<file path="config.mk">
export PLATFORM = sky130hd
export DESIGN_NAME = mqtt_packet_deframer_flat
export DESIGN_NICKNAME = d
export VERILOG_FILES = /design/src/hdl/mpd_pkg.sv /design/src/hdl/mpd_if.sv /design/src/hdl/mpd_front.sv /design/src/hdl/mpd_back.sv /design/src/hdl/mqtt_packet_deframer.sv /design/src/flat_wrapper.sv
export SDC_FILE = /design/constraint.sdc
export NUM_CORES = 1
export LEC_CHECK = 0
export BUFFER_PORTS_ARGS = -buffer_cell sky130_fd_sc_hd__buf_4
export CAP_MARGIN = 20
export CORE_AREA = 10 10 236 238
export CTS_CLUSTER_DIAMETER = 60
export DETAILED_ROUTE_END_ITERATION = 8
export DIE_AREA = 0 0 246 248
export PLACE_DENSITY = 0.57
export SLEW_MARGIN = 30
export SYNTH_ARGS = -nofsm -noshare
export SYNTH_HDL_FRONTEND = slang
export SYNTH_SLANG_ARGS = --single-unit
export TNS_END_PERCENT = 1
</file>
<file path="constraint.sdc">
create_clock -name clk_i -period 19.8 [get_ports clk_i]
set_input_delay 3.96 -clock clk_i [delete_from_list [all_inputs] [get_ports clk_i]]
set_output_delay 3.96 -clock clk_i [all_outputs]
set_load 0.02 [all_outputs]
</file>
<file path="src/hdl/mpd_pkg.sv">
// Shared types and constants of the MQTT packet deframer.
// No dependencies; used by mpd_front, mpd_back and the top module.
`default_nettype none
package mpd_pkg;

  // Parse phase codes, also reported on the phase output field
  localparam logic [1:0] PH_HEADER = 2'd0;
  localparam logic [1:0] PH_LENGTH = 2'd1;
  localparam logic [1:0] PH_BODY   = 2'd2;

  // Register map
  localparam logic [2:0]  REG_BUFFER_SIZE   = 3'd0;
  localparam logic [15:0] BUFFER_SIZE_RESET = 16'd512;

  // Remaining-length byte layout
  localparam int unsigned CONT_BIT   = 7;
  localparam int unsigned GROUP_BITS = 7;

  // One queued byte, classified by the front part
  typedef struct packed {
    logic [7:0] rx_byte;
    logic       cont;      // continuation bit of a length byte
    logic [6:0] group;     // 7-bit length group
  } entry_t;

  // One result item
  typedef struct packed {
    logic [7:0]  stored_byte;
    logic        store_enable;
    logic [15:0] store_addr;
    logic [1:0]  phase;
    logic [3:0]  packet_type;
    logic [3:0]  header_flags;
    logic [2:0]  length_bytes;
    logic [27:0] remaining_length;
    logic        packet_end;
    logic        packet_kept;
    logic [15:0] stored_length;
    logic        length_error;
  } result_t;

endpackage
`default_nettype wire

</file>
<file path="src/hdl/mpd_if.sv">
// Valid/ready channel interfaces of the deframer: received bytes and results.
// Depends on nothing; widths follow the item fields.
`default_nettype none
interface mpd_in_if;
  logic       valid;
  logic       ready;
  logic [7:0] rx_byte;

  modport source (output valid, output rx_byte, input ready);
  modport sink   (input valid, input rx_byte, output ready);
endinterface

interface mpd_out_if;
  logic        valid;
  logic        ready;
  logic [7:0]  stored_byte;
  logic        store_enable;
  logic [15:0] store_addr;
  logic [1:0]  phase;
  logic [3:0]  packet_type;
  logic [3:0]  header_flags;
  logic [2:0]  length_bytes;
  logic [27:0] remaining_length;
  logic        packet_end;
  logic        packet_kept;
  logic [15:0] stored_length;
  logic        length_error;

  modport source (output valid, output stored_byte, output store_enable, output store_addr,
                  output phase, output packet_type, output header_flags, output length_bytes,
                  output remaining_length, output packet_end, output packet_kept,
                  output stored_length, output length_error, input ready);
  modport sink   (input valid, input stored_byte, input store_enable, input store_addr,
                  input phase, input packet_type, input header_flags, input length_bytes,
                  input remaining_length, input packet_end, input packet_kept,
                  input stored_length, input length_error, output ready);
endinterface
`default_nettype wire

</file>
<file path="src/hdl/mpd_front.sv">
// Front part: accepts received bytes, classifies them and holds them in a
// two-entry queue toward the parser. Depends on mpd_pkg.
`default_nettype none
module mpd_front (
  input  wire               clk_i,
  input  wire               rst_ni,
  input  wire               in_valid_i,
  output logic              in_ready_o,
  input  wire  [7:0]        in_byte_i,
  output logic              q_valid_o,
  input  wire               q_pop_i,
  output mpd_pkg::entry_t   q_entry_o
);

  mpd_pkg::entry_t mem_q [2];
  logic            wr_ptr_q, wr_ptr_d;
  logic            rd_ptr_q, rd_ptr_d;
  logic [1:0]      count_q, count_d;
  logic            push, pop;
  mpd_pkg::entry_t entry;

  always_comb begin
    entry.rx_byte = in_byte_i;
    entry.cont    = in_byte_i[mpd_pkg::CONT_BIT];
    entry.group   = in_byte_i[mpd_pkg::GROUP_BITS-1:0];
  end

  assign in_ready_o = (count_q != 2'd2);
  assign q_valid_o  = (count_q != 2'd0);
  assign q_entry_o  = mem_q[rd_ptr_q];
  assign push       = in_valid_i && in_ready_o;
  assign pop        = q_pop_i && q_valid_o;

  always_comb begin
    wr_ptr_d = push ? ~wr_ptr_q : wr_ptr_q;
    rd_ptr_d = pop ? ~rd_ptr_q : rd_ptr_q;
    count_d  = count_q;
    if (push && !pop) begin
      count_d = count_q + 2'd1;
    end else if (pop && !push) begin
      count_d = count_q - 2'd1;
    end
  end

  always_ff @(posedge clk_i or negedge rst_ni) begin
    if (!rst_ni) begin
      wr_ptr_q <= 1'b0;
      rd_ptr_q <= 1'b0;
      count_q  <= 2'd0;
    end else begin
      wr_ptr_q <= wr_ptr_d;
      rd_ptr_q <= rd_ptr_d;
      count_q  <= count_d;
    end
  end

  always_ff @(posedge clk_i) begin
    if (push) begin
      mem_q[wr_ptr_q] <= entry;
    end
  end

endmodule
`default_nettype wire

</file>
<file path="src/hdl/mpd_back.sv">
// Back part: runs the packet parser on queued bytes and registers one result
// per byte for the output channel. Depends on mpd_pkg.
`default_nettype none
module mpd_back #(
  parameter int MAX_LENGTH_BYTES = 4,
  parameter int STORE_ADDR_WIDTH = 16
) (
  input  wire               clk_i,
  input  wire               rst_ni,
  input  wire  [15:0]       buffer_size_i,
  input  wire               q_valid_i,
  output logic              q_pop_o,
  input  mpd_pkg::entry_t   q_entry_i,
  output logic              res_valid_o,
  input  wire               res_ready_i,
  output mpd_pkg::result_t  res_o
);

  localparam int LW = STORE_ADDR_WIDTH + 1;

  logic [1:0]       phase_q, phase_d;
  logic [7:0]       hdr_q, hdr_d;
  logic [2:0]       gcnt_q, gcnt_d;
  logic [27:0]      acc_q, acc_d;
  logic [27:0]      left_q, left_d;
  logic [28:0]      total_q, total_d;
  logic [LW-1:0]    sc_q, sc_d;
  logic             res_valid_q;
  mpd_pkg::result_t res_q, res_d;

  logic             is_hdr;
  logic [1:0]       ph;
  logic [2:0]       g_base;
  logic [27:0]      acc_base, left_base;
  logic [28:0]      total_base;
  logic [LW-1:0]    sc_base, limit;
  logic [16:0]      buf_ext, cap, lim_full;
  logic             en, pkt_end, kept, err;
  logic [4:0]       shift;

  assign q_pop_o = q_valid_i && (!res_valid_q || res_ready_i);

  // Store limit is the smaller of buffer size and the address space
  always_comb begin
    buf_ext  = {1'b0, buffer_size_i};
    cap      = 17'd1 << STORE_ADDR_WIDTH;
    lim_full = (buf_ext < cap) ? buf_ext : cap;
    limit    = lim_full[LW-1:0];
  end

  always_comb begin
    is_hdr     = (phase_q == mpd_pkg::PH_HEADER);
    hdr_d      = is_hdr ? q_entry_i.rx_byte : hdr_q;
    g_base     = is_hdr ? 3'd0 : gcnt_q;
    acc_base   = is_hdr ? 28'd0 : acc_q;
    left_base  = is_hdr ? 28'd0 : left_q;
    total_base = is_hdr ? 29'd0 : total_q;
    sc_base    = is_hdr ? '0 : sc_q;

    en      = (sc_base < limit);
    sc_d    = sc_base + LW'(en);
    total_d = total_base + 29'd1;

    gcnt_d  = g_base;
    acc_d   = acc_base;
    left_d  = left_base;
    phase_d = phase_q;
    pkt_end = 1'b0;
    err     = 1'b0;
    shift   = 5'd0;

    case (phase_q)
      mpd_pkg::PH_HEADER: ph = mpd_pkg::PH_HEADER;
      mpd_pkg::PH_LENGTH: ph = mpd_pkg::PH_LENGTH;
      default:            ph = mpd_pkg::PH_BODY;
    endcase

    case (g_base[1:0])
      2'd0:    shift = 5'd0;
      2'd1:    shift = 5'd7;
      2'd2:    shift = 5'd14;
      default: shift = 5'd21;
    endcase

    case (ph)
      mpd_pkg::PH_HEADER: begin
        phase_d = mpd_pkg::PH_LENGTH;
      end
      mpd_pkg::PH_LENGTH: begin
        acc_d  = acc_base + ({21'd0, q_entry_i.group} << shift);
        gcnt_d = g_base + 3'd1;
        if (q_entry_i.cont) begin
          // Too many length groups: flag and resync on the next byte
          if (gcnt_d >= 3'(MAX_LENGTH_BYTES)) begin
            err     = 1'b1;
            phase_d = mpd_pkg::PH_HEADER;
          end
        end else if (acc_d == 28'd0) begin
          pkt_end = 1'b1;
          phase_d = mpd_pkg::PH_HEADER;
        end else begin
          left_d  = acc_d;
          phase_d = mpd_pkg::PH_BODY;
        end
      end
      default: begin
        if (left_base != 28'd0) begin
          left_d = left_base - 28'd1;
        end
        if (left_d == 28'd0) begin
          pkt_end = 1'b1;
          phase_d = mpd_pkg::PH_HEADER;
        end
      end
    endcase

    kept = pkt_end && (total_d <= 29'(limit));

    res_d.stored_byte      = q_entry_i.rx_byte;
    res_d.store_enable     = en;
    res_d.store_addr       = 16'(sc_base[STORE_ADDR_WIDTH-1:0]);
    res_d.phase            = ph;
    res_d.packet_type      = hdr_d[7:4];
    res_d.header_flags     = hdr_d[3:0];
    res_d.length_bytes     = gcnt_d;
    res_d.remaining_length = acc_d;
    res_d.packet_end       = pkt_end;
    res_d.packet_kept      = kept;
    res_d.stored_length    = kept ? 16'(sc_d) : 16'd0;
    res_d.length_error     = err;
  end

  always_ff @(posedge clk_i or negedge rst_ni) begin
    if (!rst_ni) begin
      phase_q     <= mpd_pkg::PH_HEADER;
      hdr_q       <= 8'd0;
      gcnt_q      <= 3'd0;
      acc_q       <= 28'd0;
      left_q      <= 28'd0;
      total_q     <= 29'd0;
      sc_q        <= '0;
      res_valid_q <= 1'b0;
    end else begin
      if (q_pop_o) begin
        phase_q     <= phase_d;
        hdr_q       <= hdr_d;
        gcnt_q      <= gcnt_d;
        acc_q       <= acc_d;
        left_q      <= left_d;
        total_q     <= total_d;
        sc_q        <= sc_d;
        res_valid_q <= 1'b1;
      end else if (res_ready_i) begin
        res_valid_q <= 1'b0;
      end
    end
  end

  always_ff @(posedge clk_i) begin
    if (q_pop_o) begin
      res_q <= res_d;
    end
  end

  assign res_valid_o = res_valid_q;
  assign res_o       = res_q;

endmodule
`default_nettype wire

</file>
<file path="src/hdl/mqtt_packet_deframer.sv">
// MQTT packet deframer, one received byte in and one result item out per cycle
// unless the output stalls. A front queue of two bytes decouples input from
// the parser; an output register holds each result until taken. Each byte is
// registered in the front queue, its result in the output register. Throughput
// is set by the parser update in the back part. buffer_size sits at APB
// address 0. Depends on mpd_pkg, mpd_if, mpd_front and mpd_back.
`default_nettype none
module mqtt_packet_deframer #(
  parameter int MAX_LENGTH_BYTES = 4,
  parameter int STORE_ADDR_WIDTH = 16
) (
  input  wire           clk_i,
  input  wire           rst_ni,
  mpd_in_if.sink        rx_i,
  mpd_out_if.source     res_o,
  input  wire           psel,
  input  wire           penable,
  input  wire           pwrite,
  input  wire  [2:0]    paddr,
  input  wire  [31:0]   pwdata,
  output logic [31:0]   prdata,
  output logic          pready
);

  logic [15:0]      buffer_size_q, buffer_size_d;
  logic             q_valid, q_pop;
  mpd_pkg::entry_t  q_entry;
  mpd_pkg::result_t res;

  assign pready = 1'b1;
  assign prdata = (paddr == mpd_pkg::REG_BUFFER_SIZE) ? {16'd0, buffer_size_q} : 32'd0;

  always_comb begin
    buffer_size_d = buffer_size_q;
    if (psel && penable && pwrite && (paddr == mpd_pkg::REG_BUFFER_SIZE)) begin
      buffer_size_d = pwdata[15:0];
    end
  end

  always_ff @(posedge clk_i or negedge rst_ni) begin
    if (!rst_ni) begin
      buffer_size_q <= mpd_pkg::BUFFER_SIZE_RESET;
    end else begin
      buffer_size_q <= buffer_size_d;
    end
  end

  mpd_front u_front (
    .clk_i      (clk_i),
    .rst_ni     (rst_ni),
    .in_valid_i (rx_i.valid),
    .in_ready_o (rx_i.ready),
    .in_byte_i  (rx_i.rx_byte),
    .q_valid_o  (q_valid),
    .q_pop_i    (q_pop),
    .q_entry_o  (q_entry)
  );

  mpd_back #(
    .MAX_LENGTH_BYTES (MAX_LENGTH_BYTES),
    .STORE_ADDR_WIDTH (STORE_ADDR_WIDTH)
  ) u_back (
    .clk_i         (clk_i),
    .rst_ni        (rst_ni),
    .buffer_size_i (buffer_size_q),
    .q_valid_i     (q_valid),
    .q_pop_o       (q_pop),
    .q_entry_i     (q_entry),
    .res_valid_o   (res_o.valid),
    .res_ready_i   (res_o.ready),
    .res_o         (res)
  );

  assign res_o.stored_byte      = res.stored_byte;
  assign res_o.store_enable     = res.store_enable;
  assign res_o.store_addr       = res.store_addr;
  assign res_o.phase            = res.phase;
  assign res_o.packet_type      = res.packet_type;
  assign res_o.header_flags     = res.header_flags;
  assign res_o.length_bytes     = res.length_bytes;
  assign res_o.remaining_length = res.remaining_length;
  assign res_o.packet_end       = res.packet_end;
  assign res_o.packet_kept      = res.packet_kept;
  assign res_o.stored_length    = res.stored_length;
  assign res_o.length_error     = res.length_error;

endmodule
`default_nettype wire
</file>
<file path="src/flat_wrapper.sv">
// flat-port wrapper written by rule: the top's interface ports become plain ports
module mqtt_packet_deframer_flat 
#(
  parameter int MAX_LENGTH_BYTES = 4,
  parameter int STORE_ADDR_WIDTH = 16
)
  (clk_i, rst_ni, psel, penable, pwrite, paddr, pwdata, prdata, pready, rx_i_valid, rx_i_rx_byte, rx_i_ready, res_o_valid, res_o_stored_byte, res_o_store_enable, res_o_store_addr, res_o_phase, res_o_packet_type, res_o_header_flags, res_o_length_bytes, res_o_remaining_length, res_o_packet_end, res_o_packet_kept, res_o_stored_length, res_o_length_error, res_o_ready);
  mpd_in_if rx_i_i ();
  mpd_out_if res_o_i ();
  input  wire clk_i;
  input  wire rst_ni;
  input  wire psel;
  input  wire penable;
  input  wire pwrite;
  input  wire  [2:0] paddr;
  input  wire  [31:0] pwdata;
  output logic [31:0] prdata;
  output logic pready;
  input wire logic [$bits(rx_i_i.valid)-1:0] rx_i_valid;
  input wire logic [$bits(rx_i_i.rx_byte)-1:0] rx_i_rx_byte;
  output wire logic [$bits(rx_i_i.ready)-1:0] rx_i_ready;
  output wire logic [$bits(res_o_i.valid)-1:0] res_o_valid;
  output wire logic [$bits(res_o_i.stored_byte)-1:0] res_o_stored_byte;
  output wire logic [$bits(res_o_i.store_enable)-1:0] res_o_store_enable;
  output wire logic [$bits(res_o_i.store_addr)-1:0] res_o_store_addr;
  output wire logic [$bits(res_o_i.phase)-1:0] res_o_phase;
  output wire logic [$bits(res_o_i.packet_type)-1:0] res_o_packet_type;
  output wire logic [$bits(res_o_i.header_flags)-1:0] res_o_header_flags;
  output wire logic [$bits(res_o_i.length_bytes)-1:0] res_o_length_bytes;
  output wire logic [$bits(res_o_i.remaining_length)-1:0] res_o_remaining_length;
  output wire logic [$bits(res_o_i.packet_end)-1:0] res_o_packet_end;
  output wire logic [$bits(res_o_i.packet_kept)-1:0] res_o_packet_kept;
  output wire logic [$bits(res_o_i.stored_length)-1:0] res_o_stored_length;
  output wire logic [$bits(res_o_i.length_error)-1:0] res_o_length_error;
  input wire logic [$bits(res_o_i.ready)-1:0] res_o_ready;
  assign rx_i_i.valid = rx_i_valid;
  assign rx_i_i.rx_byte = rx_i_rx_byte;
  assign rx_i_ready = rx_i_i.ready;
  assign res_o_valid = res_o_i.valid;
  assign res_o_stored_byte = res_o_i.stored_byte;
  assign res_o_store_enable = res_o_i.store_enable;
  assign res_o_store_addr = res_o_i.store_addr;
  assign res_o_phase = res_o_i.phase;
  assign res_o_packet_type = res_o_i.packet_type;
  assign res_o_header_flags = res_o_i.header_flags;
  assign res_o_length_bytes = res_o_i.length_bytes;
  assign res_o_remaining_length = res_o_i.remaining_length;
  assign res_o_packet_end = res_o_i.packet_end;
  assign res_o_packet_kept = res_o_i.packet_kept;
  assign res_o_stored_length = res_o_i.stored_length;
  assign res_o_length_error = res_o_i.length_error;
  assign res_o_i.ready = res_o_ready;
  mqtt_packet_deframer #(.MAX_LENGTH_BYTES(MAX_LENGTH_BYTES), .STORE_ADDR_WIDTH(STORE_ADDR_WIDTH)) u_core (.clk_i(clk_i), .rst_ni(rst_ni), .rx_i(rx_i_i), .res_o(res_o_i), .psel(psel), .penable(penable), .pwrite(pwrite), .paddr(paddr), .pwdata(pwdata), .prdata(prdata), .pready(pready));
endmodule
</file>
# Word level (Yosys, flattened, before mapping)

Memory sizes are Yosys's and may differ from the RTL's.
Index checks and enable logic that the tools add are counted.

Flip-flop bits (word level): 221
RAM bits: 32
Bits of input ports: 50
Output and inout bits: 120
Word-level logic and storage cells: 103
Memories kept: 1

Add/sub/neg operators: 7
Order comparisons: 3
Equal/unequal tests: 6
Shifts and indexed selects: 1
Mux-type cells: 32
Bitwise gates (word level): 2
Reduce and logical (&&, ||, !) cells: 27

Memory list:

| name                 | words | bits a word | read ports | clocked after memory_dff | write ports | line            | RTL |
|---|---|---|---|---|---|---|---|
| u_core.u_front.mem_q | 2     | 16          | 1          | 0                        | 1           | mpd_front.sv:15 | `mpd_pkg::entry_t mem_q [2];` |

Operator list:

| kind                                                                   | count |
|---|---|
| 28-bit two-way mux                                                     | 7 |
| 28-bit zero test                                                       | 2 |
| 28-bit one-hot mux with 2 select lines                                 | 1 |
| 29-bit by 1-bit adder with 29-bit output (second input constant)       | 1 |
| 29-bit by 16-bit less-or-equal comparator with 1-bit output            | 1 |
| 29-bit two-way mux                                                     | 1 |
| 28-bit adder                                                           | 1 |
| 28-bit nonzero test                                                    | 1 |
| 7-bit by 5-bit left shift with 28-bit output                           | 1 |
| 28-bit by 1-bit subtractor with 28-bit output (second input constant)  | 1 |
| 17-bit by 1-bit adder with 17-bit output                               | 1 |
| 17-bit by 16-bit < comparator with 1-bit output                        | 1 |
| 17-bit two-way mux                                                     | 1 |
| 16-bit two-way mux                                                     | 1 |
| 5-bit one-hot mux with 3 select lines                                  | 1 |
| 2-bit two-way mux                                                      | 6 |
| 1-bit logical AND                                                      | 9 |
| 1-bit two-way mux                                                      | 8 |
| 8-bit two-way mux                                                      | 1 |
| 2-bit one-hot mux with 2 select lines                                  | 2 |
| 2-bit by 1-bit equality test with 1-bit output (second input constant) | 3 |
| 2-bit zero test                                                        | 3 |
| 3-bit two-way mux                                                      | 2 |
| 2-bit nonzero test                                                     | 3 |
| 16 further kinds                                                       | 19 |

# Logic depth before layout (Yosys ltp)

Gate-level depths: netlist of run 1.

Word-level depth: 11
Gate-level depth with buffers: 30
Depth with buffers taken out: 23

# By module

A second synthesis of run 1 with hierarchy kept.

Cells, all modules: 1618
Area, all modules: 14968.1 um^2

Modules (own cells, without submodules):

| module               | instances | cells an instance | area an instance (um^2) | sequential area each (um^2) |
|---|---|---|---|---|
| mpd_back             | 1         | 1495              | 13252.7                 | 5455.2 |
| mqtt_packet_deframer | 1         | 72                | 868.3                   | 401.6 |
| mpd_front            | 1         | 51                | 847.1                   | 580.6 |

# Worst setup path after synthesis of run 1

No wires, ideal clock.

Kind: input to output
From: input paddr[1]
To: output prdata[10]
Arrival: 4.827 ns
Data required time: 15.840 ns
Path slack: 11.013 ns
Stages on the path: 3
Path buffers: 1
Cell sequence: nor3_1 clkbuf_1 and2_1

Cells in the longest elaborated chain, start to end: 2

Ends and longest elaborated chain:

| element            | line                       | RTL |
|---|---|---|
| from (decl)        | flat_wrapper.sv:15         | `input wire [2:0] paddr;` |
| 3-bit zero test    | mqtt_packet_deframer.sv:31 | `assign prdata = (paddr == mpd_pkg::REG_BUFFER_SIZE) ? {16'd0, buffer_size_q} : 32'd0;` |
| 16-bit two-way mux | mqtt_packet_deframer.sv:31 |  |
| to (decl)          | flat_wrapper.sv:17         | `output logic [31:0] prdata;` |

Every way passes these cells.

# Worst setup path in the final report of run 1

From: input paddr[1]
To: output prdata[12]

Same word-level chain as after synthesis.

==> flow_summary.html, run 1 <==
<table>
<tr><th>Metric</th><th>Value</th></tr>
<tr><th colspan="2">Outcome</th></tr>
<tr><td>Result of the run</td><td>finished, final reports clean</td></tr>
<tr><th colspan="2">Critical path</th></tr>
<tr><td>Worst setup path endpoint</td><td>prdata[12]</td></tr>
<tr><td>Largest driver fanout on the critical path</td><td>17</td></tr>
<tr><td>Arrival @ worst endpoint</td><td>5.01 ns</td></tr>
<tr><td>Crit start category</td><td>input port</td></tr>
<tr><td>Start of the worst register-to-register path</td><td>u_core.u_back.phase_q[1]</td></tr>
<tr><td>Worst setup EP type</td><td>primary output</td></tr>
<tr><td>CP required</td><td>15.84 ns</td></tr>
<tr><td>Register-to-register path setup slack</td><td>between 10 and 15 ns</td></tr>
<tr><td>CP Launch Point</td><td>paddr[1]</td></tr>
<tr><td>Number of cell instances on the worst register-to-register path</td><td>19</td></tr>
<tr><td>Type of the setup path with the least slack</td><td>input port to primary output</td></tr>
<tr><td>RR Endpoint</td><td>u_core.u_back.res_o[16]</td></tr>
<tr><th colspan="2">Clock tree</th></tr>
<tr><td>Number of clock buffers inserted by TritonCTS</td><td>31</td></tr>
<tr><td>Setup bufs post-CTS</td><td>0</td></tr>
<tr><td>CTS Hold Bufs</td><td>0</td></tr>
<tr><td>Source-to-sink clock delay at the later pin of the worst-skew pair</td><td>0.59 ns</td></tr>
<tr><td>Clock transition time at the flip-flop clock pins of the worst setup and hold paths</td><td>0.06 ns</td></tr>
<tr><td>CTS tree</td><td>yes</td></tr>
<tr><td>Clock Tree Root</td><td>clkbuf_16</td></tr>
<tr><td>Count of cells resized by post-cts repair</td><td>0</td></tr>
<tr><td>CTS sink cnt</td><td>237</td></tr>
<tr><td>Buffers from clock root to sink, at most</td><td>3</td></tr>
<tr><td>H-tree depth</td><td>1</td></tr>
<tr><th colspan="2">Pwr</th></tr>
<tr><td>Leakage power</td><td>7.57 nW</td></tr>
<tr><td>Switching share of total power</td><td>44.6%</td></tr>
<tr><td>Switching power</td><td>1.18 mW</td></tr>
<tr><td>Total power density per cell area</td><td>between 100 and 150 nW/um^2</td></tr>
<tr><td>Internal Pwr Total</td><td>roughly 1.5 mW</td></tr>
<tr><td>Fraction of power consumed by sequential logic</td><td>30.8%</td></tr>
<tr><td>Logic gate share of total power</td><td>47.1%</td></tr>
<tr><td>Clock power frac</td><td>22.1%</td></tr>
<tr><td>Worst IR Drop VDD</td><td>85.4 uV</td></tr>
<tr><th colspan="2">Cells and area</th></tr>
<tr><td>Fraction of final layout cells sized beyond drive strength 1</td><td>13.8%</td></tr>
<tr><td>Share of the core filled with cells</td><td>34.8%</td></tr>
<tr><td>Most common cell after layout, fill and taps aside</td><td>nand2_1</td></tr>
<tr><td>Area grow syn2layout</td><td>17.5%</td></tr>
<tr><td>Most frequent cells in the layout</td><td>311 x nand2_1, 149 x buf_4, 137 x o21ai_0, 134 x dfrtp_1, 127 x nor2_1</td></tr>
<tr><td>Nets@finish</td><td>1,913</td></tr>
<tr><td>Antenna diode count</td><td>0</td></tr>
<tr><th colspan="2">Place</th></tr>
<tr><td>Count of buffers from port buffering</td><td>between 100 and 150</td></tr>
<tr><td>RePlAce Congestion</td><td>0.921</td></tr>
<tr><td>Half-perimeter wire length of the detailed placement result</td><td>between 30 and 40 mm</td></tr>
<tr><th colspan="2">Timing</th></tr>
<tr><td>Final Hold Vio Count</td><td>0</td></tr>
<tr><td>Period utilisation layout</td><td>45.3%</td></tr>
<tr><td>Setup violators final</td><td>0</td></tr>
<tr><td>Unrepaired setup endpoints after global routing</td><td>false</td></tr>
<tr><td>Worst Skew</td><td>0.0345 ns</td></tr>
<tr><td>Maximum clock frequency</td><td>111 MHz</td></tr>
<tr><td>Transition at the pin with the smallest max-transition slack</td><td>0.969 ns</td></tr>
<tr><td>Sum of negative setup slack</td><td>0 ns</td></tr>
<tr><td>Minimum period implied by the final worst setup slack</td><td>8.97 ns</td></tr>
<tr><td>Slew Limit Headroom</td><td>34.8%</td></tr>
<tr><td>Final max-slew violation count</td><td>0</td></tr>
<tr><th colspan="2">Yosys</th></tr>
<tr><td>Area share of the largest cell type after synthesis</td><td>22.4%</td></tr>
<tr><td>Unique masters post-synth</td><td>92</td></tr>
<tr><td>Share of synthesized flip-flops with an asynchronous set or reset</td><td>between 50% and 60%</td></tr>
<tr><td>Number of flip-flops and latches in the synthesized netlist</td><td>237</td></tr>
<tr><td>YS warnings</td><td>0</td></tr>
<tr><td>Post-Syn Instances</td><td>1,707</td></tr>
<tr><td>Cell type contributing the most total cell area after synthesis</td><td>dfrtp_1</td></tr>
<tr><td>Area of the mapped netlist</td><td>around 15,000 um^2</td></tr>
<tr><td>Number of enable-type register cells in the synthesized netlist</td><td>101</td></tr>
<tr><td>Sequential share of the synthesized area</td><td>42.6%</td></tr>
<tr><td>Primary flip-flop cell chosen by synthesis mapping</td><td>dfrtp_1</td></tr>
<tr><td>Synth top area cells</td><td>dfrtp_1 22%, edfxtp_1 20%, nand2_1 7.7%</td></tr>
<tr><td>Syn_area_per_cell</td><td>8.85 um^2</td></tr>
<tr><th colspan="2">Floorplan</th></tr>
<tr><td>Cell row count</td><td>83</td></tr>
<tr><td>Die width</td><td>246 um</td></tr>
<tr><td>Chip Height</td><td>248 um</td></tr>
<tr><td>Initial Utilization</td><td>29.6%</td></tr>
<tr><td>Number of primary I/O pins</td><td>170</td></tr>
<tr><td>Core Box Area</td><td>51,000 um^2</td></tr>
<tr><td>Overall die area</td><td>61,000 um^2</td></tr>
<tr><th colspan="2">GRT</th></tr>
<tr><td>Largest net degree at the start of global routing</td><td>77</td></tr>
<tr><td>Number of global-route vias before repair</td><td>12,820</td></tr>
<tr><td>Global routing usage summed across all routing layers</td><td>15.0%</td></tr>
<tr><td>Wire length of the first global-routing pass</td><td>73.8 mm</td></tr>
<tr><td>Total grt overflow</td><td>0</td></tr>
<tr><td>Initial antenna violation count</td><td>0</td></tr>
<tr><th colspan="2">Routing</th></tr>
<tr><td>Number of antenna-violating nets in the routed design</td><td>0</td></tr>
<tr><td>Vias after detailed routing</td><td>about 13,000</td></tr>
<tr><td>Post-Route WL</td><td>47.2 mm</td></tr>
<tr><td>Via count normalized by instance count</td><td>~5.2</td></tr>
<tr><td>Final routed wire length divided by cell count</td><td>between 15 and 20 um</td></tr>
<tr><td>Detailed Routing Iterations Pass 1</td><td>6</td></tr>
<tr><td>DRC violation count after routing</td><td>0</td></tr>
<tr><td>First-iteration detailed-routing DRC count</td><td>1,131</td></tr>
<tr><th colspan="2">Min path</th></tr>
<tr><td>Worst min-delay path category</td><td>register to register</td></tr>
<tr><th colspan="2">Flow run</th></tr>
<tr><td>Total of max-cap violations</td><td>0</td></tr>
</table>
-- layer usage --
metal | global-route usage, % | routed length (um)
met3 | 2.33 | 2670
met4 | 4.94 | 1500
met2 | 26.1 | 22900
met5 | 0 | 0
met1 | 18.7 | 20100
-- critical path, stage by stage --
cell	delay, ns
buf_4	0.11
nor3_2	0.57
and2_1	0.23
buf_4	0.14
-- kinds of logic (layout without fill, tap and decap cells) --
logic type / after synthesis / after routing / share of synthesized area, %
AO/OA/AOI/OAI: 434 / 434 / 18.9
XOR/XNOR: 57 / 57 / 3.40
adder cells (fa/ha/maj): 67 / 67 / 5.60
buffers and inverters: 162 / 261 / 4.75
flip-flops: 237 / 237 / 42.6
multiplexers: 30 / 30 / 2.18
other: 2 / 17 / 0.0497
AND/OR/NAND/NOR: 718 / 718 / 22.5
-- cell type report --
class	count	area, um^2
Clock inverter	23	260
Sequential cell	237	6440
Fill cell	5183	33200
Inverter	53	204
Multi-Input combinational cell	1323	8050
Timing Repair Buffer	150	1130
Clock buffer	35	821
Tap cell	680	851
-- flip-flops by register name, indices dropped and copies added, names as in the netlist --
name                       flops
u_core.u_back.res_o           85
u_core.u_back.total_q         29
u_core.u_back.acc_q           28
u_core.u_back.left_q          28
u_core.u_back.sc_q            17
u_core.buffer_size_q          16
u_core.u_front.mem_q          16
u_core.u_back.hdr_q            8
u_core.u_back.gcnt_q           3
u_core.u_back.phase_q          2
u_core.u_front.count_q         2
u_core.u_back.res_valid_o      1
u_core.u_front.rd_ptr_q        1
u_core.u_front.wr_ptr_q        1
-- power by group through the flow --
stage / clock network, mW / logic (mW) / registers, mW
after floorplan: 0 / 0.770 / 0.860
after global placement: 0 / 1.23 / 0.818
after detailed placement: 0 / 1.25 / 0.822
after CTS: 0.601 / 1.25 / 0.815
after global routing: 0.619 / 1.37 / 0.834
final: 0.585 / 1.24 / 0.814
-- worst min path at each step --
stage	start	to	slack (ns)	cells after the start
3_3_place_gp	u_core.u_back.sc_q[0]	u_core.u_back.sc_q[0]	0.46	2
3_5_place_dp	u_core.u_back.sc_q[0]	u_core.u_back.sc_q[0]	0.46	2
2_1_floorplan	u_core.u_back.sc_q[0]	u_core.u_back.sc_q[0]	0.44	2
5_1_grt	u_core.u_back.sc_q[10]	u_core.u_back.sc_q[10]	0.50	1
6_report	u_core.u_back.sc_q[0]	u_core.u_back.sc_q[0]	0.47	2
4_1_cts	u_core.u_back.sc_q[0]	u_core.u_back.sc_q[0]	0.48	2
-- metrics by stage --
stage	hold WS (ns)	worst slack, ns	area, um^2	std cells	power, mW
2_1_floorplan	0.439	11.01	15200	1722	1.63
3_3_place_gp	0.456	10.53	16700	2443	2.05
3_5_place_dp	0.463	10.82	16700	2443	2.07
4_1_cts	0.478	10.82	17700	2501	2.67
5_1_grt	0.499	10.65	17800	2501	2.82
6_report	0.472	10.83	17800	2501	2.64
-- synth_stat cells (10+ instances only) --
library cell / count
nand2_1: 311
o21ai_0: 137
dfrtp_1: 135
nor2_1: 129
edfxtp_1: 101
and2_1: 70
a21oi_1: 69
clkbuf_1: 67
ha_1: 66
inv_1: 49
nand3_1: 40
nand4_1: 32
xnor2_1: 32
nor3_1: 26
a22o_1: 23
xor2_1: 23
o31ai_1: 22
a21o_1: 21
and3_1: 21
buf_4: 20
mux2i_1: 20
o211ai_1: 19
a31oi_1: 18
o21a_1: 17
nor4_1: 15
buf_1: 14
or3_1: 13
a211oi_1: 11
o22ai_1: 11
a221o_1: 10
nand2b_1: 10
(Power assumes the default switching activity.)
==> run 2, diff against run 1 <==
==> constraint.sdc (replaced) <==
create_clock -name clk_i -period 9.4 [get_ports clk_i]
set_input_delay 1.88 -clock clk_i [delete_from_list [all_inputs] [get_ports clk_i]]
set_output_delay 1.88 -clock clk_i [all_outputs]
set_load 0.02 [all_outputs]
==> run 2 against run 1 <==
Effect of this change: global-route usage up 0.30 points; hold slack better by 0.0046 ns; final area up 0.48%; combinational power up 120%; non-clock buffer count up 1; worst setup slack worse by 8.3 ns; power up 110%; clock skew up 0.0023 ns; sequential share of layout area down 0.17 points; final cell count up 0.12%; critical path depth up 17; largest cell class unchanged; largest power group unchanged; highest routed layer unchanged.
==> flow_summary.html, run 2 (same netlist as run 1, synthesis figures left out) <==
<table>
<tr><th>Metric</th><th>Value</th></tr>
<tr><th colspan="2">Pwr</th></tr>
<tr><td>Worst IR Drop VDD</td><td>205 uV</td></tr>
<tr><td>Total power density per cell area</td><td>317 nW/um^2</td></tr>
<tr><td>Leakage power</td><td>about 7.6 nW</td></tr>
<tr><td>Total Power Consumption</td><td>around 5.7 mW</td></tr>
<tr><th colspan="2">Cells and area</th></tr>
<tr><td>Most common cell after layout, fill and taps aside</td><td>nand2_1</td></tr>
<tr><td>Finished Layout Cells</td><td>2,504</td></tr>
<tr><td>Fill cells</td><td>5,208</td></tr>
<tr><td>Share of the core filled with cells</td><td>a little over a third</td></tr>
<tr><td>Nets@finish</td><td>1,917</td></tr>
<tr><td>Number of flip-flops in the largest register</td><td>85</td></tr>
<tr><td>Antenna diode count</td><td>0</td></tr>
<tr><td>Area grow syn2layout</td><td>18.0%</td></tr>
<tr><td>Post-route cell area</td><td>17,800 um^2</td></tr>
<tr><td>Fraction of final layout cells sized beyond drive strength 1</td><td>13.7%</td></tr>
<tr><td>Most frequent cells in the layout</td><td>311 x nand2_1, 147 x buf_4, 137 x o21ai_0, 134 x dfrtp_1, 127 x nor2_1</td></tr>
<tr><th colspan="2">Critical path</th></tr>
<tr><td>Start of the worst register-to-register path</td><td>u_core.u_back.phase_q[1]</td></tr>
<tr><td>CP Launch Point</td><td>u_core.u_back.phase_q[1]</td></tr>
<tr><td>Worst setup path endpoint</td><td>u_core.u_back.res_o[10]</td></tr>
<tr><td>Type of the setup path with the least slack</td><td>register to register</td></tr>
<tr><td>Crit start category</td><td>register</td></tr>
<tr><td>Number of cell instances on the worst register-to-register path</td><td>21</td></tr>
<tr><td>Register-to-register path setup slack</td><td>2.52 ns</td></tr>
<tr><td>RR Endpoint</td><td>u_core.u_back.res_o[10]</td></tr>
<tr><td>Arrival @ worst endpoint</td><td>7.25 ns</td></tr>
<tr><td>Worst setup EP type</td><td>register</td></tr>
<tr><td>CP required</td><td>9.77 ns</td></tr>
<tr><td>Largest driver fanout on the critical path</td><td>27</td></tr>
<tr><th colspan="2">Floorplan</th></tr>
<tr><td>Initial Utilization</td><td>29.6%</td></tr>
<tr><td>Chip Height</td><td>248 um</td></tr>
<tr><td>Die width</td><td>246 um</td></tr>
<tr><td>Core Box Area</td><td>51,000 um^2</td></tr>
<tr><td>Number of primary I/O pins</td><td>170</td></tr>
<tr><td>Cell row count</td><td>83</td></tr>
<tr><td>Overall die area</td><td>61,000 um^2</td></tr>
<tr><th colspan="2">Timing</th></tr>
<tr><td>Final Hold Vio Count</td><td>0</td></tr>
<tr><td>Minimum period implied by the final worst setup slack</td><td>6.88 ns</td></tr>
<tr><td>Period utilisation layout</td><td>73.2%</td></tr>
<tr><td>Maximum clock frequency</td><td>145 MHz</td></tr>
<tr><td>Setup violators final</td><td>0</td></tr>
<tr><td>Setup slack after layout</td><td>between 2 and 3 ns</td></tr>
<tr><td>Sum of negative setup slack</td><td>0 ns</td></tr>
<tr><td>Slew Limit Headroom</td><td>~38%</td></tr>
<tr><td>Worst hold slack</td><td>0.476 ns</td></tr>
<tr><td>Final max-slew violation count</td><td>0</td></tr>
<tr><td>Worst Skew</td><td>between 0.03 and 0.04 ns</td></tr>
<tr><td>Transition at the pin with the smallest max-transition slack</td><td>0.935 ns</td></tr>
<tr><td>Unrepaired setup endpoints after global routing</td><td>false</td></tr>
<tr><th colspan="2">Flow run</th></tr>
<tr><td>Total of max-cap violations</td><td>0</td></tr>
<tr><th colspan="2">GRT</th></tr>
<tr><td>Wire length of the first global-routing pass</td><td>74.8 mm</td></tr>
<tr><td>Largest net degree at the start of global routing</td><td>103</td></tr>
<tr><td>Global routing usage summed across all routing layers</td><td>15.3%</td></tr>
<tr><td>Initial antenna violation count</td><td>0</td></tr>
<tr><td>Total grt overflow</td><td>0</td></tr>
<tr><td>Number of global-route vias before repair</td><td>12,952</td></tr>
<tr><th colspan="2">Routing</th></tr>
<tr><td>Vias after detailed routing</td><td>roughly 13,000</td></tr>
<tr><td>Number of antenna-violating nets in the routed design</td><td>0</td></tr>
<tr><td>Final routed wire length divided by cell count</td><td>19.1 um</td></tr>
<tr><td>Post-Route WL</td><td>47.8 mm</td></tr>
<tr><td>Detailed Routing Iterations Pass 1</td><td>6</td></tr>
<tr><td>DRC violation count after routing</td><td>0</td></tr>
<tr><td>First-iteration detailed-routing DRC count</td><td>approximately 1,100</td></tr>
<tr><td>Via count normalized by instance count</td><td>5.27</td></tr>
<tr><th colspan="2">Min path</th></tr>
<tr><td>Worst min-delay path category</td><td>register to register</td></tr>
<tr><td>Critical hold path startpoint</td><td>u_core.u_back.sc_q[0]</td></tr>
<tr><th colspan="2">Clock tree</th></tr>
<tr><td>Source-to-sink clock delay at the later pin of the worst-skew pair</td><td>0.55 ns</td></tr>
<tr><td>CTS Hold Bufs</td><td>0</td></tr>
<tr><td>Clock transition time at the flip-flop clock pins of the worst setup and hold paths</td><td>0.06 ns</td></tr>
<tr><td>Buffers from clock root to sink, at most</td><td>3</td></tr>
<tr><td>Number of clock buffers inserted by TritonCTS</td><td>34</td></tr>
<tr><td>CTS tree</td><td>yes</td></tr>
<tr><td>H-tree depth</td><td>2</td></tr>
<tr><td>Count of cells resized by post-cts repair</td><td>0</td></tr>
<tr><td>Clock Tree Root</td><td>clkbuf_16</td></tr>
<tr><td>CTS sink cnt</td><td>237</td></tr>
<tr><td>Setup bufs post-CTS</td><td>0</td></tr>
<tr><th colspan="2">Place</th></tr>
<tr><td>Count of buffers from port buffering</td><td>136</td></tr>
<tr><td>Total placed instance area</td><td>16,700 um^2</td></tr>
<tr><td>Placed cell count</td><td>2,444</td></tr>
<tr><td>Post-Place Setup Slack</td><td>~2.6 ns</td></tr>
<tr><td>Half-perimeter wire length of the detailed placement result</td><td>34.9 mm</td></tr>
<tr><td>RePlAce Congestion</td><td>0.911</td></tr>
<tr><th colspan="2">Outcome</th></tr>
<tr><td>Result of the run</td><td>finished, final reports clean</td></tr>
</table>
-- run 2: power by group --
part / internal, mW / total (mW) / switching (mW) / leakage [nW]
Combinational: 0.893 / 2.67 / 1.78 / 4.35
Clock: 0.781 / 1.28 / 0.497 / 0.543
Sequential: 1.46 / 1.71 / 0.245 / 2.73
-- run 2: worst max-delay path, cell delays in order (launching register included) --
cell and delay, ns:
dfrtp_2 0.36, buf_4 0.36, or2_2 0.22, nand2_1 0.08
ha_1 0.53, inv_1 0.18, o21ai_0 0.43, inv_1 0.11
nand2_1 0.08, o21ai_0 0.16, nor2_1 0.22, ha_1 0.30
nand2_1 0.18, o211a_1 0.32, or4_1 0.52, o211ai_1 0.21
xor2_1 0.28, nor4b_1 0.51, nand4_1 0.24, nor4_1 0.82
o21ai_2 0.40, nor2_1 0.19
-- run 2: area by class of cell --
cell class	count	area [um^2]	area share, %
timing repair buffer	151	1190	6.67
sequential	237	6440	36.1
multi-input combinational	1323	8050	45.1
inverter	53	204	1.14
clock buffer	43	916	5.14
clock inverter	17	190	1.07
tap	680	851	4.77
-- run 2: per-layer routing --
| layer | global-route usage (%) | wire length (um) | up-vias | part of all wire (%) |
|---|---|---|---|---|
| met1 | 18.9 | 20400 | 6334 | 43 |
| met3 | 2.69 | 2770 | 81 | 5.8 |
| met5 | 0 | 0 | - | 0 |
| li1 | - | - | 6356 | - |
| met4 | 5.10 | 1290 | 0 | 2.7 |
| met2 | 26.4 | 23300 | 415 | 49 |
-- run 2: worst min-delay path by stage --
stage	end	slack [ns]	cells after the start
global placement	u_core.u_back.sc_q[0]	0.45	2
floorplan	u_core.u_back.sc_q[0]	0.44	2
finish	u_core.u_back.sc_q[0]	0.48	2
global route	u_core.u_back.sc_q[10]	0.51	1
CTS	u_core.u_back.sc_q[0]	0.48	2
detailed placement	u_core.u_back.sc_q[0]	0.46	2
==> run 3, diff against run 2 <==
--- a/config.mk
+++ b/config.mk
@@ -11,7 +11,7 @@
 export CTS_CLUSTER_DIAMETER = 60
 export DETAILED_ROUTE_END_ITERATION = 8
 export DIE_AREA = 0 0 246 248
-export PLACE_DENSITY = 0.57
+export PLACE_DENSITY = 0.59
 export SLEW_MARGIN = 30
 export SYNTH_ARGS = -nofsm -noshare
 export SYNTH_HDL_FRONTEND = slang
==> constraint.sdc (replaced) <==
create_clock -name clk_i -period 5.9 [get_ports clk_i]
set_input_delay 1.18 -clock clk_i [delete_from_list [all_inputs] [get_ports clk_i]]
set_output_delay 1.18 -clock clk_i [all_outputs]
set_load 0.02 [all_outputs]
==> run 3 against run 2 <==
Effect of this change: critical path type unchanged; core utilization up 1.0 points; power increased by 67%; largest power group unchanged; sequential cell count unchanged; non-clock buffer count grew 63; highest routed layer unchanged; critical endpoint is now u_core.u_back.left_q[1]; global-route usage is 0.56 points higher.
==> flow_summary.html, run 3 (same netlist as run 1, synthesis figures left out) <==
<table>
<tr><th>Metric</th><th>Value</th></tr>
<tr><th colspan="2">Flow run</th></tr>
<tr><td>Total of max-cap violations</td><td>0</td></tr>
<tr><th colspan="2">Cells and area</th></tr>
<tr><td>Area taken by multi-input logic gates</td><td>just over 8000 um^2</td></tr>
<tr><td>Share of the core filled with cells</td><td>36.0%</td></tr>
<tr><td>Antenna diode count</td><td>0</td></tr>
<tr><td>Most frequent cells in the layout</td><td>311 x nand2_1, 211 x buf_4, 135 x o21ai_0, 133 x dfrtp_1, 124 x nor2_1</td></tr>
<tr><td>Fraction of final layout cells sized beyond drive strength 1</td><td>roughly 17%</td></tr>
<tr><td>Area grow syn2layout</td><td>21.5%</td></tr>
<tr><td>Fill cells</td><td>a little over 5,000</td></tr>
<tr><td>Storage cell area</td><td>6440 um^2</td></tr>
<tr><td>Number of flip-flops in the largest register</td><td>85</td></tr>
<tr><td>Nets@finish</td><td>between 1,500 and 2,000</td></tr>
<tr><td>Most common cell after layout, fill and taps aside</td><td>nand2_1</td></tr>
<tr><th colspan="2">GRT</th></tr>
<tr><td>Wire length of the first global-routing pass</td><td>77.2 mm</td></tr>
<tr><td>Total grt overflow</td><td>0</td></tr>
<tr><td>Global routing usage summed across all routing layers</td><td>15.9%</td></tr>
<tr><td>Met3 usage</td><td>3.14%</td></tr>
<tr><td>Met2 track demand over resource in global routing</td><td>between 20% and 30%</td></tr>
<tr><td>Initial antenna violation count</td><td>0</td></tr>
<tr><td>Met1 track demand over resource in global routing</td><td>19.9%</td></tr>
<tr><td>Largest net degree at the start of global routing</td><td>112</td></tr>
<tr><td>Number of global-route vias before repair</td><td>around 14,000</td></tr>
<tr><td>Most crowded layer after global routing</td><td>met2</td></tr>
<tr><th colspan="2">Critical path</th></tr>
<tr><td>Crit path largest cell delay</td><td>between 0.4 and 0.5 ns</td></tr>
<tr><td>Number of cell instances on the worst register-to-register path</td><td>23</td></tr>
<tr><td>Type of the setup path with the least slack</td><td>register to register</td></tr>
<tr><td>Library cell contributing the largest single delay on the critical path</td><td>dfrtp_2</td></tr>
<tr><td>Worst setup EP type</td><td>register</td></tr>
<tr><td>Arrival @ worst endpoint</td><td>5.97 ns</td></tr>
<tr><td>Crit-path cells</td><td>or2_4, nand2_1, ha_2, inv_1, nor2_1, a21o_1, a22oi_2, inv_1, a32oi_1, nor2_1, ha_1, nand2_1, nor4_2, o211ai_1, a211oi_1, o221ai_1, xnor2_2, buf_4, nand4b_1, nor4_4, buf_4, nor3_1, a221o_1</td></tr>
<tr><td>Register-to-register path setup slack</td><td>0.34 ns</td></tr>
<tr><td>CP required</td><td>6.31 ns</td></tr>
<tr><td>Start of the worst register-to-register path</td><td>u_core.u_back.phase_q[1]</td></tr>
<tr><td>Largest driver fanout on the critical path</td><td>7</td></tr>
<tr><td>RR Endpoint</td><td>u_core.u_back.left_q[1]</td></tr>
<tr><td>Crit start category</td><td>register</td></tr>
<tr><th colspan="2">Routing</th></tr>
<tr><td>Vias after detailed routing</td><td>approximately 14,000</td></tr>
<tr><td>DRC violation count after routing</td><td>0</td></tr>
<tr><td>Via count normalized by instance count</td><td>5.28</td></tr>
<tr><td>First-iteration detailed-routing DRC count</td><td>1,224</td></tr>
<tr><td>Post-Route WL</td><td>49.1 mm</td></tr>
<tr><td>Number of antenna-violating nets in the routed design</td><td>0</td></tr>
<tr><td>Final routed wire length divided by cell count</td><td>19.1 um</td></tr>
<tr><td>Detailed Routing Iterations Pass 1</td><td>6</td></tr>
<tr><th colspan="2">Floorplan</th></tr>
<tr><td>Core Box Area</td><td>51,000 um^2</td></tr>
<tr><td>Number of primary I/O pins</td><td>170</td></tr>
<tr><td>Initial Utilization</td><td>29.6%</td></tr>
<tr><td>Die width</td><td>roughly 250 um</td></tr>
<tr><td>Chip Height</td><td>approximately 250 um</td></tr>
<tr><td>Overall die area</td><td>61,000 um^2</td></tr>
<tr><td>Cell row count</td><td>83</td></tr>
<tr><th colspan="2">Timing</th></tr>
<tr><td>Final Hold Vio Count</td><td>0</td></tr>
<tr><td>Maximum clock frequency</td><td>roughly 180 MHz</td></tr>
<tr><td>Worst Skew</td><td>0.0244 ns</td></tr>
<tr><td>Period utilisation layout</td><td>94.3%</td></tr>
<tr><td>Final max-slew violation count</td><td>0</td></tr>
<tr><td>Slew Limit Headroom</td><td>38.9%</td></tr>
<tr><td>Setup violators final</td><td>0</td></tr>
<tr><td>Minimum period implied by the final worst setup slack</td><td>5.56 ns</td></tr>
<tr><td>Worst hold slack</td><td>0.487 ns</td></tr>
<tr><td>Sum of negative setup slack</td><td>0 ns</td></tr>
<tr><td>Transition at the pin with the smallest max-transition slack</td><td>0.913 ns</td></tr>
<tr><th colspan="2">Pwr</th></tr>
<tr><td>Leakage power</td><td>slightly below 8 nW</td></tr>
<tr><td>Worst IR Drop VDD</td><td>311 uV</td></tr>
<tr><td>Total power density per cell area</td><td>513 nW/um^2</td></tr>
<tr><th colspan="2">Min path</th></tr>
<tr><td>Worst min-delay path category</td><td>register to register</td></tr>
<tr><td>Critical hold path startpoint</td><td>u_core.u_back.sc_q[10]</td></tr>
<tr><td>Worst Hold Depth</td><td>1</td></tr>
<tr><td>Min-Delay Endpoint</td><td>u_core.u_back.sc_q[10]</td></tr>
<tr><th colspan="2">Place</th></tr>
<tr><td>RePlAce Congestion</td><td>around 0.96</td></tr>
<tr><td>Half-perimeter wire length of the detailed placement result</td><td>~36 mm</td></tr>
<tr><td>Count of buffers from port buffering</td><td>136</td></tr>
<tr><th colspan="2">Clock tree</th></tr>
<tr><td>Buffers from clock root to sink, at most</td><td>3</td></tr>
<tr><td>CTS sink cnt</td><td>between 200 and 250</td></tr>
<tr><td>CTS tree</td><td>yes</td></tr>
<tr><td>Clock Tree Root</td><td>clkbuf_16</td></tr>
<tr><td>Clock transition time at the flip-flop clock pins of the worst setup and hold paths</td><td>0.06 ns</td></tr>
<tr><td>Source-to-sink clock delay at the later pin of the worst-skew pair</td><td>0.55 ns</td></tr>
<tr><td>H-tree depth</td><td>2</td></tr>
<tr><td>Number of clock buffers inserted by TritonCTS</td><td>34</td></tr>
<tr><th colspan="2">Outcome</th></tr>
<tr><td>Result of the run</td><td>finished, final reports clean</td></tr>
</table>
-- run 3: area by class of cell --
type / instances / area share (%)
Clock buffer: 41 / 4.83
Clock inverter: 21 / 1.32
Inverter: 53 / 1.11
Multi-Input combinational cell: 1323 / 44.1
Sequential cell: 237 / 35.1
Tap cell: 680 / 4.63
Timing Repair Buffer: 214 / 8.91
-- run 3: worst max-delay path, delay by kind of cell, from the launching register on --
kind	cells	cell delay (ns)
AOI/OAI and AO/OA	7	1.80
adders and majority gates	2	0.73
buffers and inverters	4	0.59
DFF	1	0.45
and+or+nand+nor	9	1.65
xor gates and xnor gates	1	0.22
-- run 3: stage by stage --
step	std cells	instance area [um^2]	total power, mW	setup slack [ns]
6_report	2569	18400	9.42	0.335
4_1_cts	2569	18300	9.45	0.248
3_3_place_gp	2507	17200	7.29	0.317
5_1_grt	2569	18400	10.0	-0.0140
2_1_floorplan	1722	15200	5.51	0.0629
3_5_place_dp	2507	17200	7.34	0.266
-- run 3: worst max path at each step --
stage,from,depth (start not counted),slack [ns],endpoint
global placement,u_core.u_front.rd_ptr_q,22,0.32,u_core.u_back.res_o[4]
finish,u_core.u_back.phase_q[1],23,0.34,u_core.u_back.left_q[1]
CTS,u_core.u_front.rd_ptr_q,22,0.25,u_core.u_back.res_o[4]
floorplan,u_core.u_back.phase_q[0],29,0.06,u_core.u_back.left_q[15]
global route,u_core.u_back.phase_q[1],23,-0.01,u_core.u_back.res_o[4]
detailed placement,u_core.u_front.rd_ptr_q,22,0.27,u_core.u_back.res_o[4]
-- run 3: power by group --
part | internal (mW) | switching (mW) | total, mW
sequential | 2.33 | 0.393 | 2.72
combinational | 1.68 | 2.96 | 4.64
clock | 1.23 | 0.821 | 2.05
-- run 3: repair_timing --
action                                  CTS  global route
gates resized for setup                   0            14
endpoints found under the hold margin     0             0
hold buffers                              0             0
endpoints found under the setup margin    0            41
setup buffers                             0             0
-- run 3: layer usage --
metal	routed length, um	vias to the layer above
met4	1530	0
met5	0	-
met3	3310	99
met2	23300	447
li1	-	6469
met1	20900	6542
